`config.mk`:
```
export PLATFORM = sky130hd
export DESIGN_NAME = button_press_hold_double_classifier
export DESIGN_NICKNAME = d
export VERILOG_FILES = /design/src/bphd_pkg.sv /design/src/bphd_in_stage.sv /design/src/bphd_core.sv /design/src/bphd_out_stage.sv /design/src/button_press_hold_double_classifier.sv
export SDC_FILE = /design/constraint.sdc
export NUM_CORES = 1
export LEC_CHECK = 0
export ABC_AREA = 1
export BUFFER_PORTS_ARGS = -buffer_cell sky130_fd_sc_hd__buf_4
export CORE_MARGIN = 2
export CORE_UTILIZATION = 60
export CTS_CLUSTER_DIAMETER = 50
export DETAILED_ROUTE_END_ITERATION = 16
export PLACE_DENSITY = 0.83
export SLEW_MARGIN = 10
export SYNTH_ARGS = -nofsm -noshare
export SYNTH_HDL_FRONTEND = slang
export SYNTH_SLANG_ARGS = --single-unit
```
`constraint.sdc`:
```
create_clock -name clock -period 4.5 [get_ports clock]
set_input_delay 1.35 -clock clock [delete_from_list [all_inputs] [get_ports clock]]
set_output_delay 1.35 -clock clock [all_outputs]
set_load 0.05 [all_outputs]
```
`src/bphd_pkg.sv`:
```
// shared types, constants and codes of the button press, hold and double press classifier
package bphd_pkg;

   // default width of the tick counters
   localparam int COUNT_WIDTH_DEF = 16;

   // configuration port
   localparam int CSR_INDEX_W = 2;
   localparam int CSR_DATA_W  = 16;
   localparam int TICKS_W     = 16;

   localparam logic [CSR_INDEX_W-1:0] CSR_ACTIVE_LEVEL  = 2'd0;
   localparam logic [CSR_INDEX_W-1:0] CSR_DOUBLE_ENABLE = 2'd1;
   localparam logic [CSR_INDEX_W-1:0] CSR_HOLD_TICKS    = 2'd2;
   localparam logic [CSR_INDEX_W-1:0] CSR_WINDOW_TICKS  = 2'd3;

   // register values after reset
   localparam logic               ACTIVE_LEVEL_RST  = 1'b0;
   localparam logic               DOUBLE_ENABLE_RST = 1'b0;
   localparam logic [TICKS_W-1:0] HOLD_TICKS_RST    = 16'd100;
   localparam logic [TICKS_W-1:0] WINDOW_TICKS_RST  = 16'd30;

   // stream widths
   localparam int REQ_DATA_W = 8;
   localparam int RSP_DATA_W = 8;
   localparam int STATUS_W   = 3;
   localparam int TALLY_W    = 2;

   // item kinds
   localparam logic ACT_TICK = 1'b0;
   localparam logic ACT_READ = 1'b1;

   typedef enum logic [STATUS_W-1:0] {
      ST_OPEN     = 3'd0,
      ST_PRESSED  = 3'd1,
      ST_HELD     = 3'd2,
      ST_RELEASED = 3'd3,
      ST_DOUBLE   = 3'd4
   } status_type;

   // one item held in the input register
   typedef struct packed {
      logic valid;
      logic action;
      logic level;
   } item_type;

   // classifier state seen from outside the core
   typedef struct packed {
      logic               window_active;
      logic [TALLY_W-1:0] press_tally;
   } monitor_type;

endpackage

```
`src/bphd_in_stage.sv`:
```
// input register of the request stream
module bphd_in_stage
   import bphd_pkg::*;
(
   input  logic                  clock,
   input  logic                  reset,
   input  logic                  req_tvalid,
   output logic                  req_tready,
   input  logic [REQ_DATA_W-1:0] req_tdata,
   input  logic                  advance,
   output item_type              item
);

   logic valid_ff, valid_in;
   logic action_ff, action_in;
   logic level_ff, level_in;
   logic load;

   // the register takes a new transfer when empty or when its item moves on
   assign req_tready = !valid_ff || advance;
   assign load       = req_tready;

   always_comb begin
      valid_in  = valid_ff;
      action_in = action_ff;
      level_in  = level_ff;
      if (load) begin
         valid_in  = req_tvalid;
         action_in = req_tdata[0];
         level_in  = req_tdata[1];
      end
   end

   always_ff @(posedge clock) begin
      if (reset) begin
         valid_ff <= 1'b0;
      end else begin
         valid_ff <= valid_in;
      end
   end

   always_ff @(posedge clock) begin
      action_ff <= action_in;
      level_ff  <= level_in;
   end

   assign item = '{valid: valid_ff, action: action_ff, level: level_ff};

endmodule

```
`src/bphd_core.sv`:
```
// configuration registers and the press, hold and window state update
module bphd_core
   import bphd_pkg::*;
#(
   parameter int COUNT_WIDTH = COUNT_WIDTH_DEF
)
(
   input  logic                   clock,
   input  logic                   reset,
   input  logic                   csr_we,
   input  logic [CSR_INDEX_W-1:0] csr_index,
   input  logic [CSR_DATA_W-1:0]  csr_wdata,
   input  item_type               item,
   input  logic                   out_free,
   output logic                   advance,
   output logic                   res_valid,
   output status_type             res_status,
   output monitor_type            monitor
);

   localparam logic [COUNT_WIDTH-1:0] COUNT_MAX = {COUNT_WIDTH{1'b1}};
   localparam logic [TALLY_W-1:0]     TALLY_MAX = {TALLY_W{1'b1}};
   localparam logic [TALLY_W-1:0]     TALLY_ONE = TALLY_W'(1);

   logic               active_level_ff, active_level_in;
   logic               double_enable_ff, double_enable_in;
   logic [TICKS_W-1:0] hold_ticks_ff, hold_ticks_in;
   logic [TICKS_W-1:0] window_ticks_ff, window_ticks_in;

   logic [COUNT_WIDTH-1:0] pressed_count_ff, pressed_count_in;
   status_type             status_ff, status_in;
   logic                   window_active_ff, window_active_in;
   logic [COUNT_WIDTH-1:0] window_count_ff, window_count_in;
   logic [TALLY_W-1:0]     press_tally_ff, press_tally_in;

   logic [COUNT_WIDTH-1:0] pressed_inc;
   logic                   over_hold;
   logic                   window_due;

   // configuration writes
   always_comb begin
      active_level_in  = active_level_ff;
      double_enable_in = double_enable_ff;
      hold_ticks_in    = hold_ticks_ff;
      window_ticks_in  = window_ticks_ff;
      if (csr_we) begin
         case (csr_index)
            CSR_ACTIVE_LEVEL:  active_level_in  = csr_wdata[0];
            CSR_DOUBLE_ENABLE: double_enable_in = csr_wdata[0];
            CSR_HOLD_TICKS:    hold_ticks_in    = csr_wdata[TICKS_W-1:0];
            CSR_WINDOW_TICKS:  window_ticks_in  = csr_wdata[TICKS_W-1:0];
            default: ;
         endcase
      end
   end

   always_ff @(posedge clock) begin
      if (reset) begin
         active_level_ff  <= ACTIVE_LEVEL_RST;
         double_enable_ff <= DOUBLE_ENABLE_RST;
         hold_ticks_ff    <= HOLD_TICKS_RST;
         window_ticks_ff  <= WINDOW_TICKS_RST;
      end else begin
         active_level_ff  <= active_level_in;
         double_enable_ff <= double_enable_in;
         hold_ticks_ff    <= hold_ticks_in;
         window_ticks_ff  <= window_ticks_in;
      end
   end

   // a read waits for room in the result register, a tick never waits
   assign advance   = item.valid && (item.action == ACT_TICK || out_free);
   assign res_valid = advance && item.action == ACT_READ;
   assign res_status = status_ff;

   assign pressed_inc = (pressed_count_ff != COUNT_MAX) ? pressed_count_ff + 1'b1
                                                        : pressed_count_ff;
   assign over_hold = {{TICKS_W{1'b0}}, pressed_inc} >
                      {{COUNT_WIDTH{1'b0}}, hold_ticks_ff};

   // state update for one tick or read
   always_comb begin
      pressed_count_in = pressed_count_ff;
      status_in        = status_ff;
      window_active_in = window_active_ff;
      window_count_in  = window_count_ff;
      press_tally_in   = press_tally_ff;
      window_due       = 1'b0;
      if (advance) begin
         if (item.action == ACT_READ) begin
            if (status_ff != ST_HELD) begin
               status_in = ST_OPEN;
            end
         end else begin
            // window runs at the start of the tick
            if (window_active_ff && window_count_ff != COUNT_MAX) begin
               window_count_in = window_count_ff + 1'b1;
            end
            if (item.level == active_level_ff) begin
               pressed_count_in = pressed_inc;
               if (over_hold) begin
                  status_in        = ST_HELD;
                  window_active_in = 1'b0;
                  window_count_in  = '0;
                  press_tally_in   = '0;
               end
            end else begin
               if (pressed_count_ff != '0) begin
                  if (status_ff == ST_HELD) begin
                     status_in = ST_RELEASED;
                  end else if (!double_enable_ff) begin
                     status_in = ST_PRESSED;
                  end else begin
                     window_active_in = 1'b1;
                     if (press_tally_ff != TALLY_MAX) begin
                        press_tally_in = press_tally_ff + 1'b1;
                     end
                  end
               end
               pressed_count_in = '0;
            end
            // window decision at the end of the tick
            window_due = double_enable_ff && window_active_in &&
                         ({{TICKS_W{1'b0}}, window_count_in} >=
                          {{COUNT_WIDTH{1'b0}}, window_ticks_ff});
            if (window_due) begin
               status_in        = (press_tally_in == TALLY_ONE) ? ST_PRESSED : ST_DOUBLE;
               window_active_in = 1'b0;
               window_count_in  = '0;
               press_tally_in   = '0;
            end
         end
      end
   end

   always_ff @(posedge clock) begin
      if (reset) begin
         pressed_count_ff <= '0;
         status_ff        <= ST_OPEN;
         window_active_ff <= 1'b0;
         window_count_ff  <= '0;
         press_tally_ff   <= '0;
      end else begin
         pressed_count_ff <= pressed_count_in;
         status_ff        <= status_in;
         window_active_ff <= window_active_in;
         window_count_ff  <= window_count_in;
         press_tally_ff   <= press_tally_in;
      end
   end

   assign monitor = '{window_active: window_active_ff, press_tally: press_tally_ff};

endmodule

```
`src/bphd_out_stage.sv`:
```
// result register of the response stream
module bphd_out_stage
   import bphd_pkg::*;
(
   input  logic                  clock,
   input  logic                  reset,
   input  logic                  res_valid,
   input  status_type            res_status,
   output logic                  out_free,
   output logic                  rsp_tvalid,
   input  logic                  rsp_tready,
   output logic [RSP_DATA_W-1:0] rsp_tdata
);

   logic                valid_ff, valid_in;
   logic [STATUS_W-1:0] status_ff, status_in;

   // room when empty or when the held result is taken this cycle
   assign out_free = !valid_ff || rsp_tready;

   always_comb begin
      valid_in  = valid_ff;
      status_in = status_ff;
      if (res_valid) begin
         valid_in  = 1'b1;
         status_in = res_status;
      end else if (rsp_tready) begin
         valid_in = 1'b0;
      end
   end

   always_ff @(posedge clock) begin
      if (reset) begin
         valid_ff <= 1'b0;
      end else begin
         valid_ff <= valid_in;
      end
   end

   always_ff @(posedge clock) begin
      status_ff <= status_in;
   end

   assign rsp_tvalid = valid_ff;
   assign rsp_tdata  = {{(RSP_DATA_W-STATUS_W){1'b0}}, status_ff};

endmodule

```
`src/button_press_hold_double_classifier.sv`:
```
// Button classifier: takes one tick or read transfer every clock unless a read is held in the
// input register. A transfer first lands in the input register; when it moves on, the counters
// and status are updated in one pass, and a read places its status in the result register,
// from which the result is offered. Ticks never wait on the response side; a read waits only
// while the result register is full and not being taken. Tick counts for hold and the double
// press window are to be written through the csr port only while the block is idle; the block
// itself does not enforce this.
module button_press_hold_double_classifier
   import bphd_pkg::*;
#(
   parameter int COUNT_WIDTH = COUNT_WIDTH_DEF
)
(
   input  logic                   clock,
   input  logic                   reset,
   input  logic                   req_tvalid,
   output logic                   req_tready,
   input  logic [REQ_DATA_W-1:0]  req_tdata,   // [0] action, [1] button_level
   output logic                   rsp_tvalid,
   input  logic                   rsp_tready,
   output logic [RSP_DATA_W-1:0]  rsp_tdata,   // [2:0] status
   input  logic                   csr_we,
   input  logic [CSR_INDEX_W-1:0] csr_index,
   input  logic [CSR_DATA_W-1:0]  csr_wdata
);

   item_type    item;
   logic        advance;
   logic        out_free;
   logic        res_valid;
   status_type  res_status;
   monitor_type monitor;

   bphd_in_stage u_in_stage (
      .clock      (clock),
      .reset      (reset),
      .req_tvalid (req_tvalid),
      .req_tready (req_tready),
      .req_tdata  (req_tdata),
      .advance    (advance),
      .item       (item)
   );

   bphd_core #(
      .COUNT_WIDTH (COUNT_WIDTH)
   ) u_core (
      .clock      (clock),
      .reset      (reset),
      .csr_we     (csr_we),
      .csr_index  (csr_index),
      .csr_wdata  (csr_wdata),
      .item       (item),
      .out_free   (out_free),
      .advance    (advance),
      .res_valid  (res_valid),
      .res_status (res_status),
      .monitor    (monitor)
   );

   bphd_out_stage u_out_stage (
      .clock      (clock),
      .reset      (reset),
      .res_valid  (res_valid),
      .res_status (res_status),
      .out_free   (out_free),
      .rsp_tvalid (rsp_tvalid),
      .rsp_tready (rsp_tready),
      .rsp_tdata  (rsp_tdata)
   );

   // a closed window carries no tally
   assert property (@(posedge clock) disable iff (reset)
      !monitor.window_active |-> monitor.press_tally == '0)
      else $error("press tally left over with no open window");

   // a new result only follows a read leaving the input register
   assert property (@(posedge clock) disable iff (reset)
      $rose(rsp_tvalid) |-> $past(res_valid))
      else $error("result offered without a read");

   // the request side stalls only behind an occupied input register
   assert property (@(posedge clock) disable iff (reset)
      !req_tready |-> item.valid && item.action == ACT_READ && !out_free)
      else $error("request stalled with no blocked read");

endmodule
```
; After elaboration in Yosys (flattened, before gate mapping)
; Index checks and enable logic that the tools add are counted.
[word_totals]
inputBits = 31
output_inout_bits = 10
regBits = 79
wordCells = 89
[op_classes]
magnitude_cmp = 2
bitwise_logic = 1
reduce_logical = 20
n_eq_ne = 13
mux = 36
addsub = 3
[ops]
columns = cell, n
row1 = $mux W16, 8
row2 = $add A16 B1 Y16 const B, 2
row3 = $ne A16 B16 Y1 const B, 2
row4 = $mux W3, 9
row5 = $mux W2, 9
row6 = $ge A16 B16 Y1, 1
row7 = $gt A16 B16 Y1, 1
row8 = $reduce_bool A16 Y1, 1
row9 = $mux W1, 10
row10 = $reduce_and A2 Y1, 5
row11 = $logic_and A1 B1 Y1, 5
row12 = $ne A5 B5 Y1 const B, 1
row13 = $reduce_and A5 Y1, 1
row14 = $eq A2 B1 Y1 const B, 2
row15 = $eq A2 B2 Y1 const B, 2
row16 = $ne A4 B3 Y1 const B, 1
row17 = $reduce_bool A4 Y1, 1
row18 = $eq A3 B2 Y1 const B, 1
row19 = $logic_or A1 B1 Y1, 3
row20 = $ne A3 B2 Y1 const B, 1
row21 = $add A2 B1 Y2 const B, 1
row22 = $logic_not A1 Y1, 2
row23 = $logic_not A2 Y1, 1
row24 = $ne A2 B1 Y1 const B, 1
row25 = 4 further kinds, 4

; Logic depth before layout (Yosys ltp)
; Gate-level depths: netlist of the first run.
[logic_depth]
depth_word = 12
mapped_depth = 38
mapped_depth_nobuf = 38

; By module
; A second synthesis of the first run with hierarchy kept.
[unflattened]
cells_unflattened = 698
area_unflattened_um2 = 4790.8
[by_module_without_submodules]
columns = module, seq_area_each_um2, instances, area_per_inst_um2, cells_per_inst
row1 = bphd_core, 1441.4, 1, 4491.8, 674
row2 = bphd_out_stage, 110.1, 1, 173.9, 14
row3 = bphd_in_stage, 80.1, 1, 125.1, 10

; Worst setup path after synthesis of the first run
; No wires, ideal clock.
[synth_timing]
kind = register to register
startpoint = register u_core.pressed_count_ff[0]
endpoint = register u_core.window_count_ff[10]
path_buffers = 1
period_less_slack_ps = 3924
required_time_ps = 4430
path_slack_ps = 576
path_stages_with_launch = 34
setup_time_ps = 70
t_arrival_ps = 3854
cell_sequence = dfxtp_1 ha_1 nand3_1 nor2_4 nand3_2 nor2_4 nand3_4 nor3b_4 nand3_1 nand2_1 nand2_2 ha_1 a21oi_1 o21ai_0 a21oi_1 nand2_1 nand2_1 inv_2 a211oi_1 ha_1 nand2_1 nand2_1 nand2_1 nand2_1 nand2_1 nand2_1 nand2_1 nand3_1 nand4_2 nand2_1 inv_2 buf_4 nand2_1 a21oi_1
[synth_between]
elab_chain_len = 10
elab_cells_between_ends = 18
cone_classes = 1 x add/sub / 2 x order compare / 1 x eq/ne / 11 x mux / 3 x reduce/logical
[synth_lines]
columns = element, line
row1 = "start, declared", bphd_core.sv:30  ; logic [COUNT_WIDTH-1:0] pressed_count_ff, pressed_count_in;
row2 = "start signal, assigned", bphd_core.sv:144  ; pressed_count_ff <= pressed_count_in;
row3 = $add A16 B1 Y16 / $ne A16 B16 Y1 (equally long branches), bphd_core.sv:76  ; assign pressed_inc = (pressed_count_ff != COUNT_MAX) ? pressed_count_ff + 1'b1
row4 = $mux W16, bphd_core.sv:76
row5 = $gt A16 B16 Y1, bphd_core.sv:78  ; assign over_hold = {{TICKS_W{1'b0}}, pressed_inc} >
row6 = $mux W16 / $mux W1 (equally long branches), bphd_core.sv:101  ; if (over_hold) begin
row7 = $mux W16 / $mux W1 (equally long branches), bphd_core.sv:99  ; if (item.level == active_level_ff) begin
row8 = $mux W16 / $mux W1 (equally long branches), bphd_core.sv:90  ; if (item.action == ACT_READ) begin
row9 = $mux W16 / $mux W1 (equally long branches), bphd_core.sv:89  ; if (advance) begin
row10 = $ge A16 B16 Y1 / $logic_and A1 B1 Y1 (equally long branches), "bphd_core.sv:124, bphd_core.sv:123"
row11 = $logic_and A1 B1 Y1, bphd_core.sv:123  ; window_due = double_enable_ff && window_active_in &&
row12 = $mux W16 (*), bphd_core.sv:126  ; if (window_due) begin
row13 = "end signal, assigned", bphd_core.sv:147  ; window_count_ff <= window_count_in;
row14 = "end, declared", bphd_core.sv:33  ; logic [COUNT_WIDTH-1:0] window_count_ff, window_count_in;
; Every way passes the cells marked *; elsewhere a longest branch is shown, timed or not. The select of a mux whose other input is x is not followed.
; A chain may end at the register's enable or synchronous reset.

; Worst setup path in the final report of the first run
[layout_timing]
startpoint = register u_core.pressed_count_ff[1]
endpoint = register u_core.window_count_ff[5]
; Same word-level chain as after synthesis.

==> results of run 1 <==
cell usage after synthesis (2+ instances only):
library cell,count,area [um2]
inv_2,3,11.3
a31oi_1,3,18.8
xor2_1,12,105
nand3_2,4,40.0
a21oi_1,81,405
nor3_1,11,55.1
o211ai_1,4,30.0
o21ai_2,2,17.5
inv_1,96,360
nor4_1,3,18.8
a21oi_2,3,26.3
clkbuf_1,13,48.8
edfxtp_1,5,150
nand4_1,11,68.8
a21o_1,2,15.0
o21ai_0,41,205
nor2_1,58,218
buf_2,3,15.0
ha_1,35,438
nor2_2,2,12.5
nor2_4,3,33.8
nand3_1,21,105
nand2_2,5,31.3
dfxtp_1,74,1480
buf_4,7,52.6
nand2_1,166,623
nand3b_1,3,22.5
final cells by class:
| cell class | count | area (um2) |
|---|---|---|
| clock buffers | 10 | 128 |
| clock inverters | 6 | 61.3 |
| fillers | 598 | 2080 |
| inverters | 99 | 377 |
| multi-input cells | 486 | 2860 |
| flip-flops and latches | 79 | 1640 |
| well taps | 102 | 128 |
| repair buffers | 50 | 413 |
repair_timing:
item                       in CTS  in global routing
pin swaps                       2                 22
setup buffers                   0                  6
cloned                          0                  1
setup endpoints to repair       1                 22
resized for setup               2                 60
final timing paths:
path / start / endpoint / slack (ps) / cells past startpoint
max reg2reg: u_core.pressed_count_ff[1] / u_core.window_count_ff[5] / 200 / 34
min: u_core.hold_ticks_ff[3] / u_core.hold_ticks_ff[3] / 470 / 2
max: u_core.pressed_count_ff[1] / u_core.window_count_ff[5] / 200 / 34
min reg2reg: u_core.hold_ticks_ff[3] / u_core.hold_ticks_ff[3] / 470 / 2
power by group through the flow:
stage                     sequential [mW]  combinational, mW  clock, mW
after floorplan                     0.754             0.0944          0
after global placement              0.751              0.135          0
after detailed placement            0.752              0.140          0
after CTS                           0.735              0.141      0.528
after global routing                0.737              0.174      0.549
final                               0.735              0.155      0.519
cell families after synthesis:
kind of cell	share of synthesized area, %
compound gates	15.8
xor+xnor	2.74
fa+ha+maj	9.22
buf+inv	10.5
flops	34.3
other cells	0.0789
simple gates	27.4
tightest hold or removal path: cells and delay by family (launching register included):
family,cells,cell delay (ps)
flops,1,300
buf+inv,1,60
compound gates,1,60
sequential cells by signal (all words and copies together), names as in the netlist:
register / cells
u_core.active_level_ff: 1
u_core.double_enable_ff: 1
u_core.hold_ticks_ff: 16
u_core.press_tally_ff: 2
u_core.pressed_count_ff: 16
u_core.res_status: 3
u_core.window_active_ff: 1
u_core.window_count_ff: 16
u_core.window_ticks_ff: 16
u_in_stage.action_ff: 1
u_in_stage.level_ff: 1
u_in_stage.valid_ff: 1
u_out_stage.rsp_tvalid: 1
u_out_stage.status_ff: 3
routing by layer:
layer  global-route usage (%)  vias to the layer above  share of wire, %
met2                     45.5                      122                49
li1                         -                     2291                 -
met5                        0                        -                 0
met3                     4.19                       12               4.2
met1                     33.3                     2113                45
met4                     10.3                        0               1.0
==> run metrics, run 1 <==
nets@finish 791; maximum clock rate 0.233 GHz; Antenna Violating Nets Remaining 0; VDD IR max 0.200 mV; Sequential Power Share 52.2%; CTS root buf clkbuf_8; GRT Total Usage 26.4%; area of the mapped netlist 4750 um2; Cells after DPL 809; via count of the first global-routing pass 4259; Non-Filler Instances 832; max incr delay on CP 380 ps; total CTS buffers 9; commonest non-fill, non-tap cell in the layout nand2_1; Avg Cell Area, Syn 6.95 um2; # rows 32; post-route clock period utilization 95.5%; Worst path top cell family by delay simple AND/OR/NAND/NOR gates; most frequent cells in the layout nand2_1 (159), inv_1 (95), a21oi_1 (72), dfxtp_1 (70), nor2_1 (47); Max FO, Critical Path 8; die span in y 93.0 um; Sw Ratio 26.6%; Buf/Inv on CP 4; Synth cell types 40; CP Class flop to flop; grt ovf 0; port buffer count 29; post-place setup slack 79.3 ps; leakage power total 2.45 nW; status finished, final reports clean; TritonRoute pass-1 iters 5; Top cell by count, worst path nand2_1; DP Area 5100 um2; Via-to-Cell Ratio 5.45; internal power 1.03 mW; Synth warnings 0; asr flop ratio synth 0%; Setup violations, final 0; Longest Clk Path Bufs 2; register area share after synthesis 34.3%; Critical Path RT 4770 ps; Hold Worst Slack 465 ps; P&R area growth vs syn 18.0%; CP startpoint kind flop; via count 4538; Hold/Removal Path Class flop to flop; final total power 1.41 mW; Tmin final 4300 ps; CTS clk-pin slew, worst paths 80 ps; global placement routability congestion 0.859; number of synthesized flops with an enable pin 5; fraction of layout cells with a size suffix above 1 18.8%; first-pass GRT wire length 18600 um; DR DRC count 0; Final Max Slew Viols 0; worst-margin pin slew 803 ps; cell count after synthesis 684; # H-tree levels 3; Antenna diodes 0; DR iter-0 viols 268; Core Box Area 7690 um2; Logic pwr share 11.0%; design area 5610 um2; largest net degree at the start of global routing 44; Critical Path Slowest Stage Cell dfxtp_4; die area 8650 um2; Worst-Skew Late Latency 360 ps; Seq cells post-synth 79; Slew HR 46.4%; I/O pins 41; initial antenna violation count 0; Final Hold Vio Count 0; PwrDens 251 nW/um2; max-cap viol count 0; Initial Utilization 61.8%; switching power 0.375 mW; fin util 72.9%; clk sinks 79; die span in x 93.0 um; WL final 11400 um; final worst slack 201 ps; Setup TNS 0 ps; Critical Path Sink Type flop; Post-CTS Hold Buffers 0; Critical Path AT 4570 ps; ys flop type dfxtp_1; WL/cell 13.7 um; part of the power in the clock network 36.8%; DP HPWL 7840 um; CTS tree built; Max Clock Skew 9.74 ps
Power figures use the tool's default switching activity.
==> run 2, diff against run 1 <==
Settings changed: CORE_UTILIZATION 60 to 62, CTS_BUF_LIST set to sky130_fd_sc_hd__clkbuf_8, PLACE_DENSITY 0.83 to 0.85.
==> run 2 against run 1 <==
Largest power group unchanged. Critical path type unchanged. Sequential share of layout area rose by 0.25 points. First-iteration DRC count is 7.8% lower. Hold slack got worse by 1.2 ps.
==> run metrics, run 2 (synthesis results as in run 1) <==
worst-margin pin slew 799 ps (was 803 ps); total CTS buffers 9 (unchanged); fraction of layout cells with a size suffix above 1 18.5% (was 18.8%); die span in x 91.5 um (was 93.0 um); Slew HR 46.6% (was 46.4%); PwrDens 250 nW/um2 (was 251 nW/um2); fin util 75.9% (was 72.9%); CTS root buf clkbuf_8 (unchanged); Critical Path Sink Type flop (unchanged); Initial Utilization 64.8% (was 61.8%); initial antenna violation count 0 (unchanged); Setup violations, final 0 (unchanged); # rows 31 (was 32); commonest non-fill, non-tap cell in the layout nand2_1 (unchanged); WL final 11300 um (was 11400 um); Via-to-Cell Ratio 5.51 (was 5.45); Setup TNS 0 ps (unchanged); Critical Path RT 4770 ps (about the same); DR iter-0 viols 247 (was 268); Final Max Slew Viols 0 (unchanged); via count 4534 (was 4538); DR DRC count 0 (unchanged); most frequent cells in the layout nand2_1 (158), inv_1 (99), a21oi_1 (69), dfxtp_1 (69), nor2_1 (46) (was nand2_1 (159), inv_1 (95), a21oi_1 (72), dfxtp_1 (70), nor2_1 (47)); Non-Filler Instances 823 (was 832); CP Class flop to flop (unchanged); P&R area growth vs syn 17.1% (was 18.0%); CTS tree built (unchanged); nets@finish 785 (was 791); Hold/Removal Path Class flop to flop (unchanged); first-pass GRT wire length 17900 um (was 18600 um); # H-tree levels 3 (unchanged); Worst-Skew Late Latency 350 ps (was 360 ps); Critical Path Slowest Stage Cell dfxtp_4 (unchanged); Antenna diodes 0 (unchanged); TritonRoute pass-1 iters 5 (unchanged); die area 8380 um2 (was 8650 um2); WL/cell 13.8 um (was 13.7 um); Final Hold Vio Count 0 (unchanged); RSZ-0062 raised after global routing yes; max-cap viol count 0 (unchanged); Max FO, Critical Path 7 (was 8); CP startpoint kind flop (unchanged); global placement routability congestion 0.881 (was 0.859); DP HPWL 7770 um (was 7840 um); status finished, final reports clean (unchanged); Core Box Area 7330 um2 (was 7690 um2); CTS clk-pin slew, worst paths 80 ps (about the same); maximum clock rate 0.231 GHz (was 0.233 GHz); clk sinks 79 (unchanged); max incr delay on CP 380 ps (about the same); grt ovf 0 (unchanged); Max Clock Skew 14.3 ps (was 9.74 ps); Cells after DPL 803 (was 809); VDD IR max 0.184 mV (was 0.200 mV); via count of the first global-routing pass 4170 (was 4259); post-route clock period utilization 96.2% (was 95.5%); largest net degree at the start of global routing 44 (unchanged); Top cell by count, worst path nand2_1 (unchanged); I/O pins 41 (unchanged); port buffer count 29 (unchanged); Tmin final 4330 ps (was 4300 ps); Antenna Violating Nets Remaining 0 (unchanged); final total power 1.39 mW (was 1.41 mW); die span in y 91.5 um (was 93.0 um); GRT Total Usage 25.9% (was 26.4%); leakage power total 2.45 nW (about the same); Critical Path AT 4590 ps (was 4570 ps); Longest Clk Path Bufs 2 (unchanged)
run 2: changes by cell type in the layout (fill, tap and decap cells not counted), sizes merged:
cell and delta:
inv +3, clkinv -2, buf -5, clkbuf -2
run 2: worst paths after layout:
kind / cells after the start / slack, ps / end / from
min: 2 / 460 / u_core.window_ticks_ff[9] / u_core.window_ticks_ff[9]
max reg2reg: 32 / 170 / u_core.press_tally_ff[1] / u_core.pressed_count_ff[1]
max: 32 / 170 / u_core.press_tally_ff[1] / u_core.pressed_count_ff[1]
min reg2reg: 2 / 460 / u_core.window_ticks_ff[9] / u_core.window_ticks_ff[9]
run 2: critical path: cells and delay by family (launching register included):
kind / cells / cell delay, ps
AOI/OAI and AO/OA: 3 / 520
adders and majority gates: 3 / 730
DFF: 1 / 380
and+or+nand+nor: 22 / 2160
buffers and inverters: 4 / 440
run 2: repair_timing:
| action | CTS | global route |
|---|---|---|
| hold buffers | 0 | 0 |
| endpoints found under the setup margin | 0 | 22 |
| buffers inserted | 0 | 4 |
| resized for setup | 0 | 77 |
run 2: layout make-up:
class / count / area, um2
sequential: 79 / 1640
clock inverter: 7 / 57.6
fill: 537 / 1770
multi-input combinational: 486 / 2880
timing repair buffer: 44 / 357
clock buffer: 9 / 124
inverter: 99 / 377
tap: 99 / 124
run 2: where the power goes:
group	switching, mW	internal [mW]	leakage (nW)
logic	0.102	0.0518	1.70
registers	0.00933	0.726	0.654
clock network	0.254	0.248	0.100
total	0.365	1.03	2.45
run 2: layer usage:
metal,part of all wire (%),global-route usage [%]
met1,44,33.1
met2,49,44.5
met3,5.0,3.32
met4,2.1,9.60
met5,0,0
run 2: through the flow:
stage	setup WS [ps]	hold WS [ps]	instance area, um2
after detailed placement	59.1	449	5060
final	173	464	5560
after CTS	0.420	466	5250
after floorplan	576	431	4770
after global routing	-190	480	5560
after global placement	136	444	5060
